`config.mk`:
```
export PLATFORM = sky130hd
export DESIGN_NAME = waypoint_to_trajectory_timing
export DESIGN_NICKNAME = d
export VERILOG_FILES = /design/src/sv/wtt_pkg.sv /design/src/sv/wtt_datapath.sv /design/src/sv/wtt_controller.sv /design/src/sv/waypoint_to_trajectory_timing.sv
export SDC_FILE = /design/constraint.sdc
export NUM_CORES = 2
export LEC_CHECK = 0
export BUFFER_PORTS_ARGS = -buffer_cell sky130_fd_sc_hd__clkbuf_2
export CORE_ASPECT_RATIO = 1.4
export CORE_MARGIN = 1
export CORE_UTILIZATION = 40
export DETAILED_ROUTE_END_ITERATION = 6
export GPL_TIMING_DRIVEN = 0
export PLACE_DENSITY_LB_ADDON = 0.25
export SLEW_MARGIN = 15
export SYNTH_ARGS = -nofsm -noshare
export SYNTH_HDL_FRONTEND = slang
export SYNTH_HIERARCHICAL = 1
export SYNTH_SLANG_ARGS = --single-unit
export TNS_END_PERCENT = 50
```
`constraint.sdc`:
```
create_clock -name clock -period 20.2 [get_ports clock]
set_clock_uncertainty 0.2 [all_clocks]
set_input_delay 3.03 -clock clock [delete_from_list [all_inputs] [get_ports clock]]
set_output_delay 3.03 -clock clock [all_outputs]
set_load 0.005 [all_outputs]
```
`src/sv/wtt_pkg.sv`:
```
package wtt_pkg;

   localparam int STEP_W    = 6;
   localparam int DIV_STEPS = 33;

   localparam logic [23:0] KINV_Q24 = 24'd10188014;
   localparam logic [23:0] PI_Q20   = 24'd3294199;
   localparam logic [23:0] CRUISE_RESET = 24'd65536;
   localparam logic [23:0] RECIP_RESET  = 24'd65536;

   localparam logic CSR_CRUISE = 1'b0;
   localparam logic CSR_RECIP  = 1'b1;

   typedef enum logic [4:0] {
      OP_NONE, OP_LOAD, OP_START, OP_CORDIC, OP_LEN0, OP_LEN1, OP_ACC,
      OP_TIME0, OP_TIME1, OP_RATE0, OP_RATE1, OP_RATE2, OP_DIVINIT, OP_DIV,
      OP_EMIT_FIRST, OP_EMIT_LAST, OP_EMIT_SINGLE
   } dp_op_type;

   typedef enum logic [3:0] {
      ST_IDLE, ST_START, ST_SINGLE, ST_CORDIC, ST_LEN0, ST_LEN1, ST_ACC,
      ST_TIME0, ST_TIME1, ST_RATE0, ST_RATE1, ST_RATE2, ST_DIVINIT, ST_DIV,
      ST_EMIT_FIRST, ST_EMIT_LAST
   } ctl_state_type;

   typedef struct packed {
      dp_op_type          op;
      logic [STEP_W-1:0]  step;
      logic               first_seg;
   } dp_cmd_type;

   typedef struct packed {
      logic out_free;
      logic fin;
   } dp_status_type;

   // arctan(2^-i) in units of pi/2^31
   function automatic logic [31:0] atan_at(input logic [4:0] idx);
      logic [31:0] v;
      unique case (idx)
         5'd0:  v = 32'h20000000;
         5'd1:  v = 32'h12E4051E;
         5'd2:  v = 32'h09FB385B;
         5'd3:  v = 32'h051111D4;
         5'd4:  v = 32'h028B0D43;
         5'd5:  v = 32'h0145D7E1;
         5'd6:  v = 32'h00A2F61E;
         5'd7:  v = 32'h00517C55;
         5'd8:  v = 32'h0028BE53;
         5'd9:  v = 32'h00145F2F;
         5'd10: v = 32'h000A2F98;
         5'd11: v = 32'h000517CC;
         5'd12: v = 32'h00028BE6;
         5'd13: v = 32'h000145F3;
         5'd14: v = 32'h0000A2FA;
         5'd15: v = 32'h0000517D;
         5'd16: v = 32'h000028BE;
         5'd17: v = 32'h0000145F;
         5'd18: v = 32'h00000A30;
         5'd19: v = 32'h00000518;
         5'd20: v = 32'h0000028C;
         5'd21: v = 32'h00000146;
         5'd22: v = 32'h000000A3;
         5'd23: v = 32'h00000051;
         5'd24: v = 32'h00000029;
         5'd25: v = 32'h00000014;
         5'd26: v = 32'h0000000A;
         5'd27: v = 32'h00000005;
         5'd28: v = 32'h00000003;
         5'd29: v = 32'h00000001;
         5'd30: v = 32'h00000001;
         5'd31: v = 32'h00000000;
         default: v = 32'h00000000;
      endcase
      return v;
   endfunction

endpackage

```
`src/sv/wtt_datapath.sv`:
```
module wtt_datapath import wtt_pkg::*; (
   input  logic          clock,
   input  logic          reset,
   input  dp_cmd_type    cmd,
   output dp_status_type status,
   input  logic [63:0]   req_tdata,
   input  logic          req_tlast,
   input  logic          csr_we,
   input  logic          csr_index,
   input  logic [23:0]   csr_wdata,
   output logic          rsp_tvalid,
   input  logic          rsp_tready,
   output logic [167:0]  rsp_tdata,
   output logic          rsp_tlast,
   output logic [1:0]    rsp_tuser
);

   logic [31:0]        cur_x_ff, cur_x_in, cur_y_ff, cur_y_in;
   logic               fin_ff, fin_in;
   logic [31:0]        prev_x_ff, prev_x_in, prev_y_ff, prev_y_in;
   logic [15:0]        prev_head_ff, prev_head_in;
   logic [39:0]        pl_ff, pl_in;
   logic signed [41:0] cx_ff, cx_in, cy_ff, cy_in;
   logic [31:0]        cz_ff, cz_in;
   logic               nil_ff, nil_in;
   logic [15:0]        head_ff, head_in;
   logic [35:0]        len_ff, len_in;
   logic [63:0]        acc_ff, acc_in;
   logic [31:0]        t_ff, t_in;
   logic               neg_ff, neg_in;
   logic [15:0]        absdh_ff, absdh_in;
   logic [39:0]        m1_ff, m1_in;
   logic [63:0]        num_ff, num_in;
   logic [54:0]        rem_ff, rem_in;
   logic [32:0]        q_ff, q_in;
   logic               ovf_ff, ovf_in;
   logic [23:0]        cs_ff, cs_in, recip_ff, recip_in;
   logic               o_valid_ff, o_valid_in;
   logic [167:0]       o_data_ff, o_data_in;
   logic               o_last_ff, o_last_in;
   logic [1:0]         o_user_ff, o_user_in;

   logic [19:0]        mul_a;
   logic [23:0]        mul_b;
   logic [43:0]        mul_p;
   logic signed [32:0] dx, dy;
   logic signed [41:0] dx_w, dy_w, xs, ys;
   logic [39:0]        xc;
   logic [31:0]        zr;
   logic [64:0]        wsum;
   logic [40:0]        plsum;
   logic [15:0]        dh;
   logic [54:0]        den;
   logic [55:0]        r2;
   logic [31:0]        rate, rate_use;
   logic               out_free;

   assign mul_p = mul_a * mul_b;
   assign out_free = !o_valid_ff || rsp_tready;
   assign den = {len_ff, 19'd0};
   assign xc = cx_ff[41] ? 40'd0 : cx_ff[39:0];

   always_comb begin
      if (neg_ff) begin
         rate = (ovf_ff || q_ff > 33'h080000000) ? 32'h80000000 : 32'd0 - q_ff[31:0];
      end else begin
         rate = (ovf_ff || q_ff > 33'h07FFFFFFF) ? 32'h7FFFFFFF : q_ff[31:0];
      end
      rate_use = (!cmd.first_seg && len_ff != 36'd0 && !fin_ff) ? rate : 32'd0;
   end

   always_comb begin
      cur_x_in = cur_x_ff; cur_y_in = cur_y_ff; fin_in = fin_ff;
      prev_x_in = prev_x_ff; prev_y_in = prev_y_ff; prev_head_in = prev_head_ff;
      pl_in = pl_ff; cx_in = cx_ff; cy_in = cy_ff; cz_in = cz_ff; nil_in = nil_ff;
      head_in = head_ff; len_in = len_ff; acc_in = acc_ff; t_in = t_ff;
      neg_in = neg_ff; absdh_in = absdh_ff; m1_in = m1_ff; num_in = num_ff;
      rem_in = rem_ff; q_in = q_ff; ovf_in = ovf_ff;
      cs_in = cs_ff; recip_in = recip_ff;
      o_valid_in = rsp_tready ? 1'b0 : o_valid_ff;
      o_data_in = o_data_ff; o_last_in = o_last_ff; o_user_in = o_user_ff;
      mul_a = 20'd0; mul_b = 24'd0;
      dx = $signed({req_tdata[31], req_tdata[31:0]}) - $signed({prev_x_ff[31], prev_x_ff});
      dy = $signed({req_tdata[63], req_tdata[63:32]}) - $signed({prev_y_ff[31], prev_y_ff});
      dx_w = $signed({{9{dx[32]}}, dx});
      dy_w = $signed({{9{dy[32]}}, dy});
      xs = cx_ff >>> cmd.step[4:0];
      ys = cy_ff >>> cmd.step[4:0];
      zr = cz_ff + 32'h00008000;
      wsum = 65'd0;
      plsum = {1'b0, pl_ff} + {5'd0, len_ff};
      dh = head_ff - prev_head_ff;
      r2 = {rem_ff, num_ff[cmd.step]};

      if (csr_we) begin
         if (csr_index == CSR_CRUISE) cs_in = csr_wdata;
         else recip_in = csr_wdata;
      end

      unique case (cmd.op)
         OP_NONE: begin
         end
         OP_LOAD: begin
            cur_x_in = req_tdata[31:0];
            cur_y_in = req_tdata[63:32];
            fin_in   = req_tlast;
            nil_in   = (dx == 33'sd0) && (dy == 33'sd0);
            // fold the left half plane over before rotating
            if (dx[32]) begin
               cx_in = (42'sd0 - dx_w) <<< 4;
               cy_in = (42'sd0 - dy_w) <<< 4;
               cz_in = 32'h80000000;
            end else begin
               cx_in = dx_w <<< 4;
               cy_in = dy_w <<< 4;
               cz_in = 32'd0;
            end
         end
         OP_START: begin
            prev_x_in = cur_x_ff;
            prev_y_in = cur_y_ff;
            prev_head_in = 16'd0;
            pl_in = 40'd0;
         end
         OP_CORDIC: begin
            if (cy_ff[41]) begin
               cx_in = cx_ff - ys;
               cy_in = cy_ff + xs;
               cz_in = cz_ff - atan_at(cmd.step[4:0]);
            end else begin
               cx_in = cx_ff + ys;
               cy_in = cy_ff - xs;
               cz_in = cz_ff + atan_at(cmd.step[4:0]);
            end
         end
         OP_LEN0: begin
            mul_a = xc[19:0];
            mul_b = KINV_Q24;
            acc_in = {20'd0, mul_p};
            head_in = nil_ff ? 16'd0 : zr[31:16];
         end
         OP_LEN1: begin
            mul_a = xc[39:20];
            mul_b = KINV_Q24;
            wsum = {1'b0, acc_ff} + {1'b0, mul_p, 20'd0} + 65'h8000000;
            len_in = nil_ff ? 36'd0 : wsum[63:28];
         end
         OP_ACC: begin
            pl_in = plsum[40] ? 40'hFFFFFFFFFF : plsum[39:0];
            neg_in = dh[15];
            absdh_in = dh[15] ? 16'd0 - dh : dh;
         end
         OP_TIME0: begin
            mul_a = pl_ff[19:0];
            mul_b = recip_ff;
            acc_in = {20'd0, mul_p};
         end
         OP_TIME1: begin
            mul_a = pl_ff[39:20];
            mul_b = recip_ff;
            wsum = {1'b0, acc_ff} + {1'b0, mul_p, 20'd0} + 65'h8000;
            t_in = (wsum[64:48] != 17'd0) ? 32'hFFFFFFFF : wsum[47:16];
         end
         OP_RATE0: begin
            mul_a = {4'd0, absdh_ff};
            mul_b = cs_ff;
            m1_in = mul_p[39:0];
         end
         OP_RATE1: begin
            mul_a = m1_ff[19:0];
            mul_b = PI_Q20;
            acc_in = {20'd0, mul_p};
         end
         OP_RATE2: begin
            mul_a = m1_ff[39:20];
            mul_b = PI_Q20;
            wsum = {1'b0, acc_ff} + {1'b0, mul_p, 20'd0} + {11'd0, len_ff, 18'd0};
            num_in = wsum[63:0];
         end
         OP_DIVINIT: begin
            // quotient at or above 2^33 saturates whatever follows
            ovf_in = {24'd0, num_ff[63:33]} >= den;
            rem_in = {24'd0, num_ff[63:33]};
            q_in = 33'd0;
         end
         OP_DIV: begin
            // remainder stays below the divisor, so 55 bits hold it
            if (r2 >= {1'b0, den}) begin
               rem_in = r2[54:0] - den;
               q_in = {q_ff[31:0], 1'b1};
            end else begin
               rem_in = r2[54:0];
               q_in = {q_ff[31:0], 1'b0};
            end
         end
         OP_EMIT_FIRST: begin
            o_valid_in = 1'b1;
            o_data_in = {32'd0, cs_ff, 32'd0, head_ff, prev_y_ff, prev_x_ff};
            o_last_in = 1'b0;
            o_user_in = 2'b00;
         end
         OP_EMIT_LAST: begin
            o_valid_in = 1'b1;
            o_data_in = {rate_use, fin_ff ? 24'd0 : cs_ff, t_ff, head_ff, cur_y_ff, cur_x_ff};
            o_last_in = 1'b1;
            o_user_in = {fin_ff, len_ff == 36'd0};
            prev_x_in = cur_x_ff;
            prev_y_in = cur_y_ff;
            prev_head_in = fin_ff ? 16'd0 : head_ff;
            if (fin_ff) pl_in = 40'd0;
         end
         OP_EMIT_SINGLE: begin
            o_valid_in = 1'b1;
            o_data_in = {104'd0, cur_y_ff, cur_x_ff};
            o_last_in = 1'b1;
            o_user_in = 2'b10;
            prev_head_in = 16'd0;
            pl_in = 40'd0;
         end
         default: begin
         end
      endcase
   end

   always_ff @(posedge clock) begin
      if (reset) begin
         prev_x_ff <= 32'd0;
         prev_y_ff <= 32'd0;
         prev_head_ff <= 16'd0;
         pl_ff <= 40'd0;
         cs_ff <= CRUISE_RESET;
         recip_ff <= RECIP_RESET;
         o_valid_ff <= 1'b0;
      end else begin
         prev_x_ff <= prev_x_in;
         prev_y_ff <= prev_y_in;
         prev_head_ff <= prev_head_in;
         pl_ff <= pl_in;
         cs_ff <= cs_in;
         recip_ff <= recip_in;
         o_valid_ff <= o_valid_in;
      end
   end

   always_ff @(posedge clock) begin
      cur_x_ff <= cur_x_in; cur_y_ff <= cur_y_in; fin_ff <= fin_in;
      cx_ff <= cx_in; cy_ff <= cy_in; cz_ff <= cz_in; nil_ff <= nil_in;
      head_ff <= head_in; len_ff <= len_in; acc_ff <= acc_in; t_ff <= t_in;
      neg_ff <= neg_in; absdh_ff <= absdh_in; m1_ff <= m1_in; num_ff <= num_in;
      rem_ff <= rem_in; q_ff <= q_in; ovf_ff <= ovf_in;
      o_data_ff <= o_data_in; o_last_ff <= o_last_in; o_user_ff <= o_user_in;
   end

   assign status.out_free = out_free;
   assign status.fin = fin_ff;
   assign rsp_tvalid = o_valid_ff;
   assign rsp_tdata = o_data_ff;
   assign rsp_tlast = o_last_ff;
   assign rsp_tuser = o_user_ff;

endmodule

```
`src/sv/wtt_controller.sv`:
```
module wtt_controller import wtt_pkg::*; #(
   parameter int CORDIC_STEPS = 16
) (
   input  logic          clock,
   input  logic          reset,
   input  logic          req_tvalid,
   output logic          req_tready,
   input  logic          req_tlast,
   input  dp_status_type status,
   output dp_cmd_type    cmd
);

   localparam logic [1:0] PHASE_WAIT  = 2'd0;
   localparam logic [1:0] PHASE_FIRST = 2'd1;
   localparam logic [1:0] PHASE_RUN   = 2'd2;

   ctl_state_type     state_ff, state_in;
   logic [1:0]        phase_ff, phase_in;
   logic [STEP_W-1:0] step_ff, step_in;
   logic              in_path;

   assign in_path = (phase_ff == PHASE_FIRST) || (phase_ff == PHASE_RUN);

   always_ff @(posedge clock) begin
      if (reset) begin
         state_ff <= ST_IDLE;
         phase_ff <= PHASE_WAIT;
         step_ff  <= '0;
      end else begin
         state_ff <= state_in;
         phase_ff <= phase_in;
         step_ff  <= step_in;
      end
   end

   always_comb begin
      state_in = state_ff;
      phase_in = phase_ff;
      step_in  = step_ff;
      req_tready = 1'b0;
      cmd.op = OP_NONE;
      cmd.step = step_ff;
      cmd.first_seg = (phase_ff == PHASE_FIRST);
      unique case (state_ff)
         ST_IDLE: begin
            req_tready = 1'b1;
            if (req_tvalid) begin
               cmd.op = OP_LOAD;
               step_in = '0;
               if (in_path) state_in = ST_CORDIC;
               else if (req_tlast) state_in = ST_SINGLE;
               else state_in = ST_START;
            end
         end
         ST_START: begin
            cmd.op = OP_START;
            phase_in = PHASE_FIRST;
            state_in = ST_IDLE;
         end
         ST_SINGLE: begin
            if (status.out_free) begin
               cmd.op = OP_EMIT_SINGLE;
               phase_in = PHASE_WAIT;
               state_in = ST_IDLE;
            end
         end
         ST_CORDIC: begin
            cmd.op = OP_CORDIC;
            if (step_ff == STEP_W'(CORDIC_STEPS - 1)) begin
               step_in = '0;
               state_in = ST_LEN0;
            end else begin
               step_in = step_ff + 1'b1;
            end
         end
         ST_LEN0:  begin cmd.op = OP_LEN0;  state_in = ST_LEN1;  end
         ST_LEN1:  begin cmd.op = OP_LEN1;  state_in = ST_ACC;   end
         ST_ACC:   begin cmd.op = OP_ACC;   state_in = ST_TIME0; end
         ST_TIME0: begin cmd.op = OP_TIME0; state_in = ST_TIME1; end
         ST_TIME1: begin cmd.op = OP_TIME1; state_in = ST_RATE0; end
         ST_RATE0: begin cmd.op = OP_RATE0; state_in = ST_RATE1; end
         ST_RATE1: begin cmd.op = OP_RATE1; state_in = ST_RATE2; end
         ST_RATE2: begin cmd.op = OP_RATE2; state_in = ST_DIVINIT; end
         ST_DIVINIT: begin
            cmd.op = OP_DIVINIT;
            step_in = STEP_W'(DIV_STEPS - 1);
            state_in = ST_DIV;
         end
         ST_DIV: begin
            cmd.op = OP_DIV;
            if (step_ff == '0) begin
               state_in = (phase_ff == PHASE_FIRST) ? ST_EMIT_FIRST : ST_EMIT_LAST;
            end else begin
               step_in = step_ff - 1'b1;
            end
         end
         ST_EMIT_FIRST: begin
            if (status.out_free) begin
               cmd.op = OP_EMIT_FIRST;
               state_in = ST_EMIT_LAST;
            end
         end
         ST_EMIT_LAST: begin
            if (status.out_free) begin
               cmd.op = OP_EMIT_LAST;
               phase_in = status.fin ? PHASE_WAIT : PHASE_RUN;
               state_in = ST_IDLE;
            end
         end
         default: state_in = ST_IDLE;
      endcase
   end

endmodule

```
`src/sv/waypoint_to_trajectory_timing.sv`:
```
// Channel   Dir  Handshake              Contents
// req_      in   tvalid/tready/tlast    one waypoint; tlast = final point of path
// rsp_      out  tvalid/tready/tlast    one trajectory point; tlast = last of the waypoint
// csr_      in   we (no wait)           index 0 cruise speed, 1 speed reciprocal
//
// A waypoint after the first runs through the CORDIC rotation, the length, time and
// rate products and the 33-step restoring divider for the turn rate, then emits its results.
// A first waypoint is only loaded and stored; a lone final point is emitted on its own.
// Reset is synchronous, active high; it restores both registers and the path state.
// A stalled rsp_ holds the result register; the block keeps working on the next
// waypoint and waits only when it has a new result to load.
module waypoint_to_trajectory_timing import wtt_pkg::*; #(
   parameter int CORDIC_STEPS = 16
) (
   input  logic          clock,
   input  logic          reset,
   input  logic          req_tvalid,
   output logic          req_tready,
   input  logic [63:0]   req_tdata,  // pos_x, pos_y
   input  logic          req_tlast,
   output logic          rsp_tvalid,
   input  logic          rsp_tready,
   output logic [167:0]  rsp_tdata,  // out_x, out_y, heading_angle, time_offset,
                                     // linear_speed, angular_rate
   output logic          rsp_tlast,
   output logic [1:0]    rsp_tuser,  // zero_segment, path_end
   input  logic          csr_we,
   input  logic          csr_index,
   input  logic [23:0]   csr_wdata
);

   dp_cmd_type    cmd;
   dp_status_type status;

   // sequence one waypoint through the shared datapath
   wtt_controller #(.CORDIC_STEPS(CORDIC_STEPS)) u_ctl (
      .clock(clock), .reset(reset),
      .req_tvalid(req_tvalid), .req_tready(req_tready), .req_tlast(req_tlast),
      .status(status), .cmd(cmd)
   );

   // CORDIC, shared multiplier, divider, path state and result register
   wtt_datapath u_dp (
      .clock(clock), .reset(reset), .cmd(cmd), .status(status),
      .req_tdata(req_tdata), .req_tlast(req_tlast),
      .csr_we(csr_we), .csr_index(csr_index), .csr_wdata(csr_wdata),
      .rsp_tvalid(rsp_tvalid), .rsp_tready(rsp_tready), .rsp_tdata(rsp_tdata),
      .rsp_tlast(rsp_tlast), .rsp_tuser(rsp_tuser)
   );

endmodule
```
==> metrics <==
status completed; Main synth FF type edfxtp_1; Cell Area, Placed about 84000 um^2; fillers roughly 19000; final setup vio count 0; post-synthesis sequential area ratio 31.21%; Final TNS setup 0 ps; Hold Path Depth 0; Ys Warns 6; Max clock buf depth 3; Post-Syn Area slightly below 80000 um^2; I/O Pins roughly 270; DRT iter0 DRCs a little over 6000; root buffer cell clkbuf_16; drt wl/cell 26.15 um; initial antenna violation count 10; vias in the first global route 68530; Final Hold Fails 0; CP Max Fanout 10; Slew @ Worst Pin between 1000 and 1500 ps; full die area 197000 um^2; Worst-Skew Late Latency slightly above 700 ps; Leak Pwr 35.76 nW; period utilization between 90% and 100%; DRC 0; area delta synth->final 11.01%; CP Capture Type flop; Post-CTS Hold Fix Bufs 0; PortBufs between 200 and 300; Via Count a little under 70000; remaining antenna violation count 0; die height between 500 and 600 um; Crit path buffers/inverters 13; FFs w/ async S/R, synth 0%; CP Data Required Time approximately 20000 ps; count of cell types in the netlist approximately 130; Seq cells post-synth between 800 and 900; Worst Setup Path Type in2reg; CTS H-tree lvls 3; number of flops mapped to enable cells by yosys 691; cts bufs inserted 95; largest net degree at the start of global routing 52; post-route cell area ~87000 um^2; FP Rows approximately 190; dpl ws -1169 ps; slowest library cell on the worst path clkbuf_1; gr usage total a little under a third; RSZ-0062 raised after global routing false; worst rel slew slack 7.666%; WL final between 300 and 400 mm; Mapped Avg Cell Area around 9.1 um^2; routability cong. around 1.0; largest area contributor in the netlist edfxtp_1; post-CTS setup repair buffer count 0; Syn Nets around 9600; Synth Instances 8591; gr ovfl total 0; fin. max-slew vios 0; top cell type's share of synthesized area between 20% and 30%; Crit path depth 53; share of cells above drive strength 1 approximately a tenth; Core Region a little under 200000 um^2; Finished Core Util 44.79%; critical path's top delay family adder cells; setup ws final roughly 750 ps; min cycle time layout just under 20000 ps; clock-pin slew of the registers on the worst-case setup and hold paths approximately 70 ps; worst vdd ir 86.86 uV; Worst Setup Start Kind input pin; r2r worst-path depth a little under 50; Die Width 375.4 um; DP HPWL between 200 and 250 mm; CTS tree built; pwr/cell area roughly 120 nW/um^2; Avg Vias per Cell between 5 and 6; CTS sink count 872; slowest stage delay, CP 690 ps; Initial Util approximately 40%; Arr. time, crit path 19720 ps; Achievable Freq about 0.05 GHz; Final nets ~10000; Initial DRT Pass Iterations 6; Critical Path Most Common Cell fa_1; Min-Delay Path Class reg2reg; first-pass GRT wire length between 400 and 500 mm; max-cap violations 0; synth top area cells edfxtp_1, fa_1, ha_1
==> layout by cell type (no fill, tap or decap), drive strengths merged, types with 32 or more instances in the layout <==
cell	count
and2	153
nor3	140
nand2b	75
nor4	62
mux2i	65
a21o	153
o21ai	407
a31oi	62
clkbuf	717
nand4	90
a221oi	62
buf	146
mux2	32
nand2	1125
inv	759
or2	36
mux4	125
xnor2	350
and3	96
a21oi	628
a221o	41
nand3	154
fa	402
edfxtp	691
o21a	68
nor2	785
ha	509
nor2b	74
a22oi	66
or3	48
a211oi	60
o211ai	33
dfxtp	181
xor2	232
o21bai	50
clkinv	34
==> flip-flops by register name, summed over array words and instances (netlist names), 33 cells and up <==
| signal | flops |
|---|---|
| u_dp/acc_ff | 44 |
| u_dp/q_ff | 33 |
| u_dp/len_ff | 36 |
| u_dp/num_ff | 64 |
| u_dp/cy_ff | 42 |
| u_dp/cx_ff | 42 |
| u_dp/m1_ff | 40 |
| u_dp/rem_ff | 55 |
| u_dp/pl_ff | 40 |
| u_dp/rsp_tdata | 168 |
==> area by class of cell <==
| type | count | area (um^2) | share of cell area [%] |
|---|---|---|---|
| sequential | 872 | 24370 | 28.11 |
| timing repair buffer | 334 | 2088 | 2.409 |
| inverter | 763 | 2869 | 3.309 |
| buffer | 407 | 1689 | 1.948 |
| clock inverter | 48 | 470.5 | 0.5426 |
| antenna | 4 | 10.01 | 0.01155 |
| clock buffer | 123 | 2532 | 2.921 |
| multi-input combinational | 6548 | 49520 | 57.12 |
| tap | 2509 | 3139 | 3.621 |
==> cells in the mapped netlist (62+ instances only) <==
library cell / count
a22oi_1: 66
a21oi_1: 625
nor2_1: 784
nand2_1: 1125
and3_1: 95
mux2i_1: 65
and2_1: 150
nor3_1: 135
inv_1: 756
xnor2_1: 345
ha_1: 509
fa_1: 402
xor2_1: 228
nor2b_1: 74
a21o_1: 153
nand2b_1: 75
o21ai_0: 400
nand3_1: 154
o21a_1: 67
mux4_2: 125
nand4_1: 88
clkbuf_1: 327
dfxtp_1: 181
a221oi_1: 62
edfxtp_1: 691
==> cells by family (layout without fill, tap and decap cells) <==
| family | after synthesis | count (layout) | synth area share [%] |
|---|---|---|---|
| flops | 872 | 872 | 31.21 |
| mux | 222 | 222 | 4.899 |
| other cells | 0 | 4 | 0 |
| compound gates | 1913 | 1913 | 15.84 |
| fa+ha+maj | 911 | 911 | 18.46 |
| simple gates | 2920 | 2920 | 17.16 |
| buf+inv | 1171 | 1675 | 5.792 |
| xor+xnor | 582 | 582 | 6.643 |
==> per-stage QoR <==
step	power (W)	hold WS (ps)	instances
final	0.01079	216.7	11610
after CTS	0.01069	213.3	11610
after global placement	0.008865	200.8	11370
after floorplan	0.007039	200.3	8591
after global routing	0.01136	219.3	11610
after detailed placement	0.008894	204.5	11430
==> worst paths after layout <==
| kind | start | end | slack (ps) |
|---|---|---|---|
| setup / recovery | rsp_tready | u_dp/num_ff[63] | 750 |
| hold / removal | u_dp/acc_ff[2] | u_dp/num_ff[2] | 220 |
| setup reg to reg | u_ctl/state_ff[0] | u_dp/num_ff[63] | 2610 |
| hold reg to reg | u_dp/acc_ff[2] | u_dp/num_ff[2] | 220 |
==> timing repair <==
action                                  in CTS  in global routing
endpoints found under the setup margin      24                 44
hold endpoints to repair                     0                  0
gates resized for setup                      5                 17
==> report_power, final <==
| part | internal, W | leakage (nW) | total, W | switching, W |
|---|---|---|---|---|
| Clock | 0.000963 | 1.43 | 0.00175 | 0.000785 |
| Sequential | 0.00243 | 8.11 | 0.00275 | 0.000322 |
| Combinational | 0.00240 | 26.2 | 0.00629 | 0.00389 |
| Total | 0.00579 | 35.8 | 0.0108 | 0.00499 |
==> per-layer routing <==
| metal | part of all wire [%] | GRT usage, % | vias to the layer above |
|---|---|---|---|
| li1 | - | - | 31070 |
| met1 | 38 | 35.79 | 34220 |
| met2 | 48 | 51.58 | 2802 |
| met3 | 5.9 | 3.292 | 789 |
| met4 | 7.8 | 20.29 | 4 |
| met5 | 0.0092 | 0 | - |
Power figures use the tool's default switching activity.
